[src/design/phd_pkg.sv]
// Package for the ADC pulse height detector: shared types, widths, register
// indexes and the tolerance compare used by the window cells.
// Depends on nothing; every other file of the block imports it.
`timescale 1ns / 1ps

package phd_pkg;

  localparam int SAMPLE_W  = 12;
  localparam int RAW_W     = 16;
  localparam int LEN_W     = 4;
  localparam int TOL_W     = 4;
  localparam int CFG_IDX_W = 2;
  localparam int CFG_DAT_W = 12;

  localparam logic [SAMPLE_W-1:0] SAMPLE_SUBST = 12'd2048;

  localparam logic [CFG_IDX_W-1:0] REG_MIN_HEIGHT = 2'd0;
  localparam logic [CFG_IDX_W-1:0] REG_MAX_LENGTH = 2'd1;
  localparam logic [CFG_IDX_W-1:0] REG_TOLERANCE  = 2'd2;

  localparam logic [SAMPLE_W-1:0] RST_MIN_HEIGHT = 12'd50;
  localparam logic [LEN_W-1:0]    RST_MAX_LENGTH = 4'd10;
  localparam logic [TOL_W-1:0]    RST_TOLERANCE  = 4'd1;

  typedef struct packed {
    logic [SAMPLE_W-1:0] min_height;
    logic [LEN_W-1:0]    max_length;
    logic [TOL_W-1:0]    tolerance;
  } phd_cfg_t;

  // Status of the sample window handed to the pulse unit for one request.
  typedef struct packed {
    logic eval;       // a current sample exists
    logic full;       // the whole window has been filled since reset
    logic near_cur;   // current sample within tolerance of the baseline
    logic near_new;   // newest sample within tolerance of the baseline
    logic flat;       // all past samples within tolerance of the current one
  } phd_win_stat_t;

  typedef struct packed {
    logic [SAMPLE_W-1:0] peak_height;
    logic [LEN_W-1:0]    pulse_length;
    logic [SAMPLE_W-1:0] pulse_baseline;
  } phd_result_t;

  // True when a lies within tol of ref_val.
  function automatic logic phd_near(input logic [SAMPLE_W-1:0] a,
                                    input logic [SAMPLE_W-1:0] ref_val,
                                    input logic [TOL_W-1:0]    tol);
    logic [SAMPLE_W-1:0] diff;
    diff = (a >= ref_val) ? (a - ref_val) : (ref_val - a);
    return diff <= {{(SAMPLE_W-TOL_W){1'b0}}, tol};
  endfunction

endpackage

[src/design/phd_if.sv]
// Handshake channel interfaces of the pulse height detector: sample input,
// pulse result output and configuration write port. Depend on phd_pkg.
`timescale 1ns / 1ps

interface phd_in_if;
  import phd_pkg::*;
  logic              valid;
  logic              ready;
  logic [RAW_W-1:0]  sample;
  modport source (output valid, output sample, input ready);
  modport sink   (input valid, input sample, output ready);
endinterface

interface phd_out_if;
  import phd_pkg::*;
  logic                valid;
  logic                ready;
  logic [SAMPLE_W-1:0] peak_height;
  logic [LEN_W-1:0]    pulse_length;
  logic [SAMPLE_W-1:0] pulse_baseline;
  modport source (output valid, output peak_height, output pulse_length,
                  output pulse_baseline, input ready);
  modport sink   (input valid, input peak_height, input pulse_length,
                  input pulse_baseline, output ready);
endinterface

interface phd_cfg_if;
  import phd_pkg::*;
  logic                 valid;
  logic                 ready;
  logic [CFG_IDX_W-1:0] index;
  logic [CFG_DAT_W-1:0] data;
  modport source (output valid, output index, output data, input ready);
  modport sink   (input valid, input index, input data, output ready);
endinterface

[src/design/phd_win_cell.sv]
// One cell of the sample window: holds one sample, passes it to its older
// neighbor on each request and checks the incoming sample against a reference.
// Depends on phd_pkg.
`timescale 1ns / 1ps

module phd_win_cell (
  input  logic                         clk,
  input  logic                         en,
  input  logic [phd_pkg::SAMPLE_W-1:0] d_in,
  input  logic [phd_pkg::SAMPLE_W-1:0] ref_val,
  input  logic [phd_pkg::TOL_W-1:0]    tol,
  output logic [phd_pkg::SAMPLE_W-1:0] q,
  output logic                         near
);
  import phd_pkg::*;

  logic [SAMPLE_W-1:0] value_r;

  always_ff @(posedge clk) begin
    if (en) begin
      value_r <= d_in;
    end
  end

  assign q    = value_r;
  assign near = phd_near(d_in, ref_val, tol);

endmodule

[src/design/phd_pulse_unit.sv]
// Baseline tracking and pulse measurement for the pulse height detector.
// Holds baseline, pulse flag, age and peak; depends on phd_pkg.
`timescale 1ns / 1ps

module phd_pulse_unit (
  input  logic                          clk,
  input  logic                          rst_n,
  input  logic                          en,
  input  phd_pkg::phd_cfg_t             cfg,
  input  phd_pkg::phd_win_stat_t        stat,
  input  logic [phd_pkg::SAMPLE_W-1:0]  cur,
  output logic [phd_pkg::SAMPLE_W-1:0]  baseline,
  output logic                          res_valid,
  output phd_pkg::phd_result_t          res
);
  import phd_pkg::*;

  logic [SAMPLE_W-1:0] base_r, base_nxt;
  logic                pulse_r, pulse_nxt;
  logic [LEN_W-1:0]    age_r, age_nxt;
  logic [SAMPLE_W-1:0] peak_r, peak_nxt;
  logic [SAMPLE_W:0]   level;

  always_comb begin
    base_nxt  = base_r;
    pulse_nxt = pulse_r;
    age_nxt   = age_r;
    peak_nxt  = peak_r;
    res_valid = 1'b0;
    res.peak_height    = peak_r - base_r;
    res.pulse_length   = age_r + 1'b1;
    res.pulse_baseline = base_r;
    if (stat.eval) begin
      if (!pulse_r && !stat.near_cur && !stat.near_new && stat.full && stat.flat) begin
        base_nxt = cur;
      end
      level = {1'b0, base_nxt} + {1'b0, cfg.min_height};
      if (base_nxt != '0) begin
        if (!pulse_r) begin
          if ({1'b0, cur} >= level) begin
            pulse_nxt = 1'b1;
            age_nxt   = '0;
            peak_nxt  = cur;
          end
        end else begin
          age_nxt = age_r + 1'b1;
          if ({1'b0, cur} < level) begin
            // Falling edge of the pulse: report it.
            pulse_nxt = 1'b0;
            res_valid = 1'b1;
          end else if (age_nxt >= cfg.max_length) begin
            // Too long: drop the run without a result.
            pulse_nxt = 1'b0;
          end else if (cur > peak_r) begin
            peak_nxt = cur;
          end
        end
      end
    end else begin
      level = '0;
    end
  end

  always_ff @(posedge clk) begin
    if (!rst_n) begin
      base_r  <= '0;
      pulse_r <= 1'b0;
      age_r   <= '0;
      peak_r  <= '0;
    end else if (en) begin
      base_r  <= base_nxt;
      pulse_r <= pulse_nxt;
      age_r   <= age_nxt;
      peak_r  <= peak_nxt;
    end
  end

  assign baseline = base_r;

endmodule

[src/design/adc_pulse_height_detector.sv]
// Top level of the ADC pulse height detector: window cell chain, pulse unit,
// configuration registers and a two-entry result buffer.
// Depends on phd_pkg, phd_if, phd_win_cell and phd_pulse_unit.
`timescale 1ns / 1ps

// Channel   Direction  Payload                                        Handshake
// in_ch     sink       sample[15:0]                                   valid/ready
// out_ch    source     peak_height[11:0] pulse_length[3:0]
//                      pulse_baseline[11:0]                           valid/ready
// cfg_ch    sink       index[1:0] data[11:0]                          valid/ready
//
// One sample request is taken every clock cycle; the result buffer sets this
// rate: with two entries it only stalls in_ch while both hold unread results.
// The window shift, baseline tracking and pulse decision all settle in the
// cycle of the request; a result is written to the buffer that drives out_ch.
// Reset (rst_n low, synchronous) empties the window fill count, the baseline,
// the pulse state and the result buffer, and loads the register defaults.
// cfg_ch is always ready; registers must only be written while the block is idle.

module adc_pulse_height_detector #(
  parameter int LOOKAHEAD = 10,
  parameter int HISTORY   = 3
) (
  input logic        clk,
  input logic        rst_n,
  phd_in_if.sink     in_ch,
  phd_out_if.source  out_ch,
  phd_cfg_if.sink    cfg_ch
);
  import phd_pkg::*;

  // The window holds LOOKAHEAD newer samples, the current one and HISTORY
  // older ones. Cell 0 takes the newest sample.
  localparam int DEPTH  = LOOKAHEAD + HISTORY + 1;
  localparam int FILL_W = $clog2(DEPTH + 1);

  // Configuration registers.
  phd_cfg_t cfg_r;

  always_ff @(posedge clk) begin
    if (!rst_n) begin
      cfg_r.min_height <= RST_MIN_HEIGHT;
      cfg_r.max_length <= RST_MAX_LENGTH;
      cfg_r.tolerance  <= RST_TOLERANCE;
    end else if (cfg_ch.valid && cfg_ch.ready) begin
      unique case (cfg_ch.index)
        REG_MIN_HEIGHT: cfg_r.min_height <= cfg_ch.data;
        REG_MAX_LENGTH: cfg_r.max_length <= cfg_ch.data[LEN_W-1:0];
        REG_TOLERANCE:  cfg_r.tolerance  <= cfg_ch.data[TOL_W-1:0];
        default: ;
      endcase
    end
  end

  assign cfg_ch.ready = 1'b1;

  // Result buffer state; in_ch is ready while it has a free entry.
  phd_result_t    buf_r [2];
  logic           rd_ptr_r, wr_ptr_r;
  logic [1:0]     cnt_r;
  logic           accept;
  logic           push, pop;

  assign in_ch.ready = (cnt_r != 2'd2);
  assign accept      = in_ch.valid && in_ch.ready;

  // Out-of-range samples are replaced before they enter the window.
  logic [SAMPLE_W-1:0] clamped;
  assign clamped = (in_ch.sample[RAW_W-1:SAMPLE_W] != '0) ? SAMPLE_SUBST
                                                          : in_ch.sample[SAMPLE_W-1:0];

  // Fill count of the window, saturating at the window depth.
  logic [FILL_W-1:0] fill_r;

  always_ff @(posedge clk) begin
    if (!rst_n) begin
      fill_r <= '0;
    end else if (accept && (fill_r != FILL_W'(DEPTH))) begin
      fill_r <= fill_r + 1'b1;
    end
  end

  // Cell chain. Each cell compares the sample it is about to take: the
  // newest, the lookahead and the current cells against the baseline, the past cells
  // against the current sample.
  logic [SAMPLE_W-1:0] cell_d    [DEPTH];
  logic [SAMPLE_W-1:0] cell_q    [DEPTH];
  logic [SAMPLE_W-1:0] cell_ref  [DEPTH];
  logic                cell_near [DEPTH];
  logic [SAMPLE_W-1:0] baseline;
  logic [SAMPLE_W-1:0] cur;

  assign cur = cell_d[LOOKAHEAD];

  for (genvar i = 0; i < DEPTH; i++) begin : g_cell
    if (i == 0) begin : g_head
      assign cell_d[i] = clamped;
    end else begin : g_link
      assign cell_d[i] = cell_q[i-1];
    end
    assign cell_ref[i] = (i > LOOKAHEAD) ? cur : baseline;

    phd_win_cell u_cell (
      .clk     (clk),
      .en      (accept),
      .d_in    (cell_d[i]),
      .ref_val (cell_ref[i]),
      .tol     (cfg_r.tolerance),
      .q       (cell_q[i]),
      .near    (cell_near[i])
    );
  end

  phd_win_stat_t stat;

  always_comb begin
    stat.eval     = (fill_r >= FILL_W'(LOOKAHEAD));
    stat.full     = (fill_r >= FILL_W'(DEPTH - 1));
    stat.near_cur = cell_near[LOOKAHEAD];
    stat.near_new = cell_near[0];
    stat.flat     = 1'b1;
    for (int h = LOOKAHEAD + 1; h < DEPTH; h++) begin
      stat.flat = stat.flat & cell_near[h];
    end
  end

  logic        res_valid;
  phd_result_t res;

  phd_pulse_unit u_pulse (
    .clk       (clk),
    .rst_n     (rst_n),
    .en        (accept),
    .cfg       (cfg_r),
    .stat      (stat),
    .cur       (cur),
    .baseline  (baseline),
    .res_valid (res_valid),
    .res       (res)
  );

  // Two-entry result buffer between the pulse unit and out_ch.
  assign push = accept && res_valid;
  assign pop  = out_ch.valid && out_ch.ready;

  always_ff @(posedge clk) begin
    if (push) begin
      buf_r[wr_ptr_r] <= res;
    end
  end

  always_ff @(posedge clk) begin
    if (!rst_n) begin
      rd_ptr_r <= 1'b0;
      wr_ptr_r <= 1'b0;
      cnt_r    <= '0;
    end else begin
      if (push) begin
        wr_ptr_r <= ~wr_ptr_r;
      end
      if (pop) begin
        rd_ptr_r <= ~rd_ptr_r;
      end
      case ({push, pop})
        2'b10:   cnt_r <= cnt_r + 1'b1;
        2'b01:   cnt_r <= cnt_r - 1'b1;
        default: cnt_r <= cnt_r;
      endcase
    end
  end

  assign out_ch.valid          = (cnt_r != 2'd0);
  assign out_ch.peak_height    = buf_r[rd_ptr_r].peak_height;
  assign out_ch.pulse_length   = buf_r[rd_ptr_r].pulse_length;
  assign out_ch.pulse_baseline = buf_r[rd_ptr_r].pulse_baseline;

endmodule
[src/flat_wrapper.sv]
// flat-port wrapper written by rule: the top's interface ports become plain ports
module adc_pulse_height_detector_flat import phd_pkg::*;
#(
  parameter int LOOKAHEAD = 10,
  parameter int HISTORY   = 3
)
  (clk, rst_n, in_ch_valid, in_ch_sample, in_ch_ready, out_ch_valid, out_ch_peak_height, out_ch_pulse_length, out_ch_pulse_baseline, out_ch_ready, cfg_ch_valid, cfg_ch_index, cfg_ch_data, cfg_ch_ready);
  phd_in_if in_ch_i ();
  phd_out_if out_ch_i ();
  phd_cfg_if cfg_ch_i ();
  input logic clk;
  input logic rst_n;
  input wire logic [$bits(in_ch_i.valid)-1:0] in_ch_valid;
  input wire logic [$bits(in_ch_i.sample)-1:0] in_ch_sample;
  output wire logic [$bits(in_ch_i.ready)-1:0] in_ch_ready;
  output wire logic [$bits(out_ch_i.valid)-1:0] out_ch_valid;
  output wire logic [$bits(out_ch_i.peak_height)-1:0] out_ch_peak_height;
  output wire logic [$bits(out_ch_i.pulse_length)-1:0] out_ch_pulse_length;
  output wire logic [$bits(out_ch_i.pulse_baseline)-1:0] out_ch_pulse_baseline;
  input wire logic [$bits(out_ch_i.ready)-1:0] out_ch_ready;
  input wire logic [$bits(cfg_ch_i.valid)-1:0] cfg_ch_valid;
  input wire logic [$bits(cfg_ch_i.index)-1:0] cfg_ch_index;
  input wire logic [$bits(cfg_ch_i.data)-1:0] cfg_ch_data;
  output wire logic [$bits(cfg_ch_i.ready)-1:0] cfg_ch_ready;
  assign in_ch_i.valid = in_ch_valid;
  assign in_ch_i.sample = in_ch_sample;
  assign in_ch_ready = in_ch_i.ready;
  assign out_ch_valid = out_ch_i.valid;
  assign out_ch_peak_height = out_ch_i.peak_height;
  assign out_ch_pulse_length = out_ch_i.pulse_length;
  assign out_ch_pulse_baseline = out_ch_i.pulse_baseline;
  assign out_ch_i.ready = out_ch_ready;
  assign cfg_ch_i.valid = cfg_ch_valid;
  assign cfg_ch_i.index = cfg_ch_index;
  assign cfg_ch_i.data = cfg_ch_data;
  assign cfg_ch_ready = cfg_ch_i.ready;
  adc_pulse_height_detector #(.LOOKAHEAD(LOOKAHEAD), .HISTORY(HISTORY)) u_core (.clk(clk), .rst_n(rst_n), .in_ch(in_ch_i), .out_ch(out_ch_i), .cfg_ch(cfg_ch_i));
endmodule
[config.mk]
export PLATFORM = sky130hd
export DESIGN_NAME = adc_pulse_height_detector_flat
export DESIGN_NICKNAME = d
export VERILOG_FILES = /design/src/design/phd_pkg.sv /design/src/design/phd_if.sv /design/src/design/phd_win_cell.sv /design/src/design/phd_pulse_unit.sv /design/src/design/adc_pulse_height_detector.sv /design/src/flat_wrapper.sv
export SDC_FILE = /design/constraint.sdc
export NUM_CORES = 1
export LEC_CHECK = 0
export BUFFER_PORTS_ARGS = -buffer_cell sky130_fd_sc_hd__buf_2
export CAP_MARGIN = 20
export CORE_ASPECT_RATIO = 0.6
export CORE_MARGIN = 2
export CORE_UTILIZATION = 25
export DETAILED_ROUTE_END_ITERATION = 10
export GPL_TIMING_DRIVEN = 0
export SYNTH_ARGS = -nofsm -noshare
export SYNTH_HDL_FRONTEND = slang
export SYNTH_SLANG_ARGS = --single-unit
[constraint.sdc]
create_clock -name clk -period 13.2 [get_ports clk]
set_input_delay 3.96 -clock clk [delete_from_list [all_inputs] [get_ports clk]]
set_output_delay 3.96 -clock clk [all_outputs]
set_load 0.01 [all_outputs]
# Yosys cells after proc, flatten, opt, wreduce, memory -nomap -nowiden
# Memory sizes are Yosys's and may differ from the RTL's. A register that Yosys moved wholly into a read port is not among the register bits.
# Index checks and enable logic that the tools add are counted.
# op_classes
addsub	16
order_cmp	16
eq_ne	9
n_mux	28
n_bitwise	4
n_reduce_logical	24
# ops
operator	count
$mux W12	13
$sub A12 B12 Y12	11
$ge A12 B12 Y1	5
$le A12 B4 Y1	5
$add A12 B12 Y13	1
$ge A12 B13 Y1	1
$lt A12 B13 Y1	1
$gt A12 B12 Y1	1
$mux W1	12
$reduce_bool A12 Y1	1
$add A4 B1 Y4 const B	2
$ge A4 B4 Y1 const B	2
$logic_and A1 B1 Y1	8
$mux W4	2
$reduce_and A2 Y1	4
$reduce_and A7 Y1	1
$ne A2 B2 Y1 const B	3
$reduce_bool A2 Y1	3
$eq A2 B1 Y1 const B	2
$eq A2 B2 Y1 const B	2
$ge A4 B4 Y1	1
$ne A4 B4 Y1 const B	1
$pmux W2 S2	1
$reduce_and A4 Y1	1
9 further kinds	13
# word_totals
register_bits	213
ramBits	56
input_bits	35
out_inout_bits	31
elab_cells	122
mem_count	1
# memory_table
name	depth	width	read_ports	rd_clocked_by_memory_dff	write_ports	line	source
u_core.buf_r	2	28	1	1	1	adc_pulse_height_detector.sv:58	phd_result_t buf_r [2];

# Depth between registers and ports, before layout
# Gate-level depths: netlist (run 1).
# logic_depth
ltp_word	20
mapped_depth	48
ltp_nobuf	45

# Cells and area by module
# From an unflattened synthesis (run 1), not the netlist that was laid out.
# hier_totals
hier_cells	3556
hier_area_um2	31579.0
# by_module_without_submodules
module	instances	cells_per_inst	area_per_inst_um2	seq_area_each_um2
phd_win_cell (u_core.g_cell[0].u_cell ...)	8	213	1820.5	360.3
phd_win_cell (u_core.g_cell[11].u_cell ...)	3	199	1690.4	360.3
phd_win_cell (u_core.g_cell[8].u_cell ...)	2	199	1762.9	360.3
adc_pulse_height_detector	1	237	3365.7	2262.2
phd_pulse_unit	1	391	3211.8	580.6
phd_win_cell (u_core.g_cell[10].u_cell)	1	229	1840.5	360.3

# Least setup slack after synthesis (run 1)
# OpenSTA, ideal clock, no wires.
# synth_path
path_kind	input port to flip-flop
startpoint	input port in_ch_sample[13]
endpoint	memory u_core.buf_r[0][0] (netlist bit), enable pin
setup_time_ps	414
arrival_ps	12461
required_time_ps	12786
slack_ps	325
path_stages	45
n_path_buf	5
cell_sequence	nor4_1 clkbuf_1 nand2_1 inv_1 ha_1 clkbuf_1 a21oi_1 o21ai_1 a21oi_1 and2_1 clkbuf_1 clkbuf_1 mux2_2 ha_1 nor2b_1 o21ai_0 nand2b_1 a21oi_1 (+9 left out) inv_1 fa_1 nor2b_1 o21ai_0 a21oi_1 o21ai_0 nand2b_1 a21oi_1 nor2_1 nor3_1 xor2_1 ha_1 a21o_1 a21oi_1 o21ai_0 nand2_1 nand3_1 nor2_1
# synth_lines
element	line	source
start, declared	flat_wrapper.sv:14	input wire logic [$bits(in_ch_i.sample)-1:0] in_ch_sample;
end, declared	adc_pulse_height_detector.sv:58	

==> results of run 1 <==
path summary, 6_finish.rpt:
check | slack [ps] | startpoint | cells after the start | to
worst max-delay path | 880 | in_ch_sample[13] | 45 | u_core.cnt_r[1]$_SDFFE_PN0P_
worst min register to register | 420 | u_core.g_cell[1].u_cell.q[4]$_DFFE_PP_ | 0 | u_core.g_cell[2].u_cell.q[4]$_DFFE_PP_
worst min-delay path | 420 | u_core.g_cell[1].u_cell.q[4]$_DFFE_PP_ | 0 | u_core.g_cell[2].u_cell.q[4]$_DFFE_PP_
worst max register to register | 1470 | u_core.g_cell[9].u_cell.q[3]$_DFFE_PP_ | 45 | u_core.cnt_r[1]$_SDFFE_PN0P_
kinds of logic (layout without fill, tap and decap cells):
family / after synthesis / count (layout) / share of synthesized area [%]
compound gates: 394 / 394 / 15.4
xor+xnor: 64 / 64 / 3.30
mux: 84 / 84 / 5.23
buf+inv: 196 / 320 / 4.50
other cells: 1 / 1 / 0.0221
fa+ha+maj: 204 / 204 / 15.6
flops: 270 / 270 / 44.3
simple gates: 384 / 386 / 11.6
synthesized netlist by cell type (all sizes together), types with 16 or more instances:
cell,instances,area (µm²)
ha,192,2400
a21oi,103,531
nor2b,30,188
a31oi,19,119
a21o,46,345
nor3,16,80.1
nand2b,19,119
xnor2,40,350
nand4,26,163
mux2i,47,470
nand3,29,145
edfxtp,212,6370
mux2,37,417
nor2,39,146
inv,139,522
xor2,24,210
dfxtp,58,1160
o21ai,81,405
nand2,141,537
clkbuf,44,165
and2,26,163
a21boi,16,120
power groups by stage:
| stage | clock network [mW] | logic [mW] | registers, mW |
|---|---|---|---|
| after floorplan | 0 | 0.0997 | 0.945 |
| after global placement | 0 | 0.136 | 0.950 |
| after detailed placement | 0 | 0.141 | 0.947 |
| after CTS | 0.803 | 0.142 | 0.928 |
| after global routing | 0.838 | 0.160 | 0.928 |
| final | 0.784 | 0.145 | 0.928 |
worst reg2reg max path, delay by kind of cell, from the launching register on:
family,cells,cell delay [ps]
compound gates,20,4210
simple gates,11,2530
fa+ha+maj,6,2040
buf+inv,6,1780
flops,1,860
xor+xnor,2,280
metal layers:
metal / wire [µm] / GRT usage, % / vias to the layer above
li1: - / - / 6057
met1: 24700 / 21.2 / 6143
met2: 18600 / 18.8 / 521
met3: 4720 / 3.58 / 70
met4: 894 / 2.91 / 2
met5: 13 / 0 / -
what timing repair did:
| action | CTS | global route |
|---|---|---|
| setup buffers | 0 | 8 |
| endpoints found under the setup margin | 71 | 76 |
| hold buffers | 0 | 0 |
| resized for setup | 9 | 8 |
| gates cloned | 2 | 0 |
| pin swaps | 2 | 1 |
sequential cells by signal, indices dropped and copies added (netlist names), named ones only:
name and count:
u_core.rd_ptr_r 1, u_core.u_pulse.pulse_r 1, u_core.buf_r 56, u_core.cnt_r 2, u_core.cfg_r 20, u_core.u_pulse.baseline 12
u_core.fill_r 4, u_core.g_cell.u_cell.q 156, u_core.u_pulse.peak_r 12, u_core.u_pulse.age_r 4, u_core.wr_ptr_r 1
final cells by class:
cell class | count | area (µm²)
Buffer | 55 | 238
Clock buffer | 32 | 683
Fill cell | 6928 | 47200
Inverter | 139 | 527
Sequential cell | 270 | 7530
Timing Repair Buffer | 78 | 447
Multi-Input combinational cell | 1133 | 8760
Tap cell | 900 | 1130
Clock inverter | 16 | 191
metrics by stage:
step	total power, mW	std cells	hold WS (ps)	setup TNS (ps)	instance area [µm²]
5_1_grt	1.93	2623	422	0	19500
3_3_place_gp	1.09	2560	400	-183310	18400
6_report	1.86	2623	418	0	19500
2_1_floorplan	1.05	1597	400	0	17000
4_1_cts	1.87	2614	418	0	19400
3_5_place_dp	1.09	2564	405	-75900	18500
==> metrics.cfg, run 1 <==
[drt]
drtPass1Iterations=5
wl_mm=48.9
via_per_inst=4.88
wl_per_cell_um=18.6
drt_iter0_drc=1229
postRouteAntennaNets=0
drcViolationCount=0
num_vias=12793

[cts]
clk_pin_slew_ps=70
cts_buffer_depth=3
clkSinkCount=270
h-tree-depth=1
clockRootBuffer=clkbuf_16
insertion_delay_ps=590
numCtsBuffers=26
cts_tree=built

[global_route]
track_usage_pct=13.7
grt_max_degree=107
first_global_vias=12460
grt_pass1_wl_mm=74.0
overflow=0
antenna_found_initial=4

[timing]
clock_skew_ps=28.6
setup_violations=0
slew_headroom_pct=31.5
max_freq_ghz=0.0812
grt_setup_unrepaired=no
fin_crit_sh_pct=93.3
period_needed_ps=12320
layout_setup_ws_ps=883
hold_violations=0
final_max_slew_viol_count=0
worst_slew_pin_slew_ps=1000

[setup_path]
cp_max_fo=10
end_kind=register
cp-start-kind=primary input
cpLargestDelayFamily=compound AO/OA/AOI/OAI gates
timing.critical_path.buf_inv=7
cp.arrival_ps=12810
path_class=primary input to register
cpPeakStageDelay_ps=420
cp_slowest_cell=ha_1
required_ps=13700

[power_and_ir_drop]
peakVddDrop_v=0.0000718
p_leak_nw=7.87
p_int_mw=1.41
pwr-share-clk_pct=42.2
switching_share_pct=24.2
p_seq_share_pct=49.9
comb_power_share_pct=7.8
p_per_area_mw_per_mm2=95.2
p_sw_mw=0.449

[die]
die_w_um=340
die_y_um=206
fp-row-count=73
top_level_ports=66
fp.dieArea_mm2=0.0701
core_mm2=0.0667
initial_core_util_pct=25.5

[synthesis]
ys_types=90
avgSynthCellArea_um2=10.6
synth_fp_nets=1836
synth_area_mm2=0.0170
ys_ff_latch=270
synth_seq_area_share_pct=44.3
async_reset_ff_share_pct=0
synth_edf_count=212
synth-warning-count=0
netlist_instances=1597
synthFlopType=edfxtp_1

[place]
preCtsSetupSlack_ps=-1130
portBuffers=63
dp_hpwl_mm=37.0
gp_congestion=0.919

[run_status]
outcome=complete, no violations

[layout]
area_delta_synth_final_pct=14.9
final_common_cell=edfxtp_1
layout-drive-gt1-share_pct=11.2
layout.nets=1942
final_core_util_pct=29.2
layout_common_cells=212 x edfxtp_1, 192 x ha_1, 140 x nand2_1
n_antenna_cell=0

[job]
drv_cap=0

[worst_hold_path]
worstHoldPathType=register to register

Note: power is estimated with default switching activity, not from simulation.
==> run 2, diff against run 1 <==
--- a/config.mk
+++ b/config.mk
@@ -7,11 +7,15 @@
 export LEC_CHECK = 0
 export BUFFER_PORTS_ARGS = -buffer_cell sky130_fd_sc_hd__buf_2
 export CAP_MARGIN = 20
+export CELL_PAD_IN_SITES_DETAIL_PLACEMENT = 0
+export CELL_PAD_IN_SITES_GLOBAL_PLACEMENT = 1
 export CORE_ASPECT_RATIO = 0.6
 export CORE_MARGIN = 2
 export CORE_UTILIZATION = 25
 export DETAILED_ROUTE_END_ITERATION = 10
 export GPL_TIMING_DRIVEN = 0
+export PLACE_DENSITY_LB_ADDON = 0.1
+export SLEW_MARGIN = 10
 export SYNTH_ARGS = -nofsm -noshare
 export SYNTH_HDL_FRONTEND = slang
 export SYNTH_SLANG_ARGS = --single-unit
==> constraint.sdc (replaced) <==
create_clock -name clk -period 12.1 [get_ports clk]
set_input_delay 3.63 -clock clk [delete_from_list [all_inputs] [get_ports clk]]
set_output_delay 3.63 -clock clk [all_outputs]
set_load 0.01 [all_outputs]
==> metrics.cfg, run 2 (same netlist as run 1, synthesis figures left out) <==
[place]
dp_hpwl_mm=42.1
dpl_cell_area_mm2=0.0185
portBuffers=63
gp_congestion=0.842

[cts]
cts_tree=built
clockRootBuffer=clkbuf_16
insertion_delay_ps=600
clkSinkCount=270
clk_pin_slew_ps=70
cts_buffer_depth=3
h-tree-depth=1
numCtsBuffers=28
cts.hold.buffers_added=0

[layout]
largest_reg_flops=156
layout.nets=1969
nFillCells=6954
stdcell_area_mm2=0.0199
layout_common_cells=212 x edfxtp_1, 187 x ha_1, 139 x nand2_1
final_common_cell=edfxtp_1
area_delta_synth_final_pct=17.5
layout-drive-gt1-share_pct=14.2

[drt]
drt_iter0_drc=1086
postRouteAntennaNets=0
drcViolationCount=0
wl_mm=56.5
num_vias=12675
wl_per_cell_um=21.3
drtPass1Iterations=5
via_per_inst=4.78

[power_and_ir_drop]
pwr-share-clk_pct=42.9
p_leak_nw=8.07
peakVddDrop_v=0.000102
switching_share_pct=24.4
p_int_mw=1.56
p_per_area_mw_per_mm2=104
comb_power_share_pct=8.2
total_power_mw=2.07
p_sw_mw=0.505
p_seq_share_pct=48.9

[die]
fp.dieArea_mm2=0.0701
fp-row-count=73
initial_core_util_pct=25.5
die_w_um=340
core_mm2=0.0667
die_y_um=206
top_level_ports=66

[setup_path]
r2r_cells=46
cpPeakStageDelay_ps=450
r2r-end=u_core.u_pulse.peak_r[9]$_SDFFE_PN0P_
end_kind=register
cp-start-kind=primary input
path_class=primary input to register
reg2reg_slack_ps=860
required_ps=12610
cp.arrival_ps=12080
cp_max_fo=10
cp-startpoint=in_ch_sample[14]
cp_slowest_cell=o21ai_0
r2r-start=u_core.g_cell[9].u_cell.q[1]$_DFFE_PP_

[worst_hold_path]
hold_depth=0
holdPathEnd=u_core.g_cell[9].u_cell.q[1]$_DFFE_PP_
worstHoldPathType=register to register
min_from=u_core.g_cell[8].u_cell.q[1]$_DFFE_PP_

[global_route]
first_global_vias=12230
overflow=0
track_usage_pct=16.0
grt_max_degree=122
grt_pass1_wl_mm=82.6
antenna_found_initial=4

[timing]
fin_crit_sh_pct=95.6
max_freq_ghz=0.0864
clock_skew_ps=16.7
hold_violations=0
period_needed_ps=11570
final_max_slew_viol_count=0
setup_violations=0
slew_headroom_pct=30.0
worst_slew_pin_slew_ps=1030

[run_status]
outcome=complete, no violations

[job]
drv_cap=0

## run 2: cell count changes in the layout (fill, tap and decap cells not counted), sizes merged
cell | before | now
diode | 0 | 1
clkdlybuf4s18 | 0 | 1
clkbuf | 73 | 76
buf | 90 | 124
dlymetal6s2s | 2 | 0
inv | 141 | 139
clkinvlp | 1 | 2
nor2 | 41 | 39
bufinv | 3 | 2
clkinv | 10 | 7
## run 2: worst max-delay path, delay by kind of cell
family	cells	cell delay, ps
adders and majority gates	4	1310
and+or+nand+nor	16	2490
xor gates and xnor gates	1	150
buffers and inverters	7	1130
muxes	2	540
AOI/OAI and AO/OA	15	2810
## run 2: repair_timing
item                                    4_1_cts  5_1_grt
buffers inserted                             10       31
gates resized for setup                      23       21
hold endpoints to repair                      0        0
endpoints found under the setup margin       76       76
pin swaps                                     1        4
cloned                                        0        1
## run 2: layer usage
layer | part of all wire [%] | up-vias | track usage [%]
met5 | 0 | - | 0
met4 | 1.1 | 0 | 2.08
met3 | 5.6 | 41 | 2.90
met2 | 36 | 308 | 20.7
met1 | 57 | 6209 | 26.7
li1 | - | 6117 | -
## run 2: how the worst max path moves through the flow
stage                                                        to  slack, ps  depth (start not counted)
after CTS                          u_core.cnt_r[1]$_SDFFE_PN0P_          6                         48
after global routing      u_core.u_pulse.peak_r[9]$_SDFFE_PN0P_         -8                         47
after floorplan                    u_core.buf_r[0][0]$_DFFE_PP_       -0.2                         45
after detailed placement           u_core.cnt_r[1]$_SDFFE_PN0P_      -2640                         47
final                     u_core.u_pulse.peak_r[9]$_SDFFE_PN0P_        530                         45
after global placement             u_core.buf_r[0][5]$_DFFE_PP_      -3750                         45
## run 2: stage by stage
step / setup TNS, ps / utilization [%] / worst slack (ps) / hold slack, ps / cells
final: 0 / 29.9 / 532 / 413 / 2653
after CTS: 0 / 29.4 / 6.34 / 410 / 2627
after detailed placement: -182790 / 27.8 / -2640 / 405 / 2566
after global placement: -265040 / 27.6 / -3750 / 400 / 2560
after floorplan: -6.66 / - / -0.238 / 400 / 1597
after global routing: -10.3 / 29.9 / -7.69 / 417 / 2652
## run 2: power groups by stage
stage | Sequential [mW] | Combinational, mW | Clock [mW]
2_1_floorplan | 1.03 | 0.109 | 0
3_3_place_gp | 1.04 | 0.157 | 0
3_5_place_dp | 1.03 | 0.160 | 0
4_1_cts | 1.01 | 0.165 | 0.928
5_1_grt | 1.01 | 0.187 | 0.960
6_report | 1.01 | 0.169 | 0.888
## run 2: area by class of cell
| type | count | area [µm²] | share of cell area (%) |
|---|---|---|---|
| diodes | 1 | 2.50 | 0.0125 |
| plain buffers | 48 | 224 | 1.12 |
| clock buffers | 41 | 781 | 3.92 |
| clock inverters | 11 | 143 | 0.715 |
| inverters | 139 | 529 | 2.65 |
| multi-input cells | 1131 | 8840 | 44.4 |
| flip-flops and latches | 270 | 7530 | 37.7 |
| well taps | 900 | 1130 | 5.65 |
| repair buffers | 112 | 763 | 3.83 |
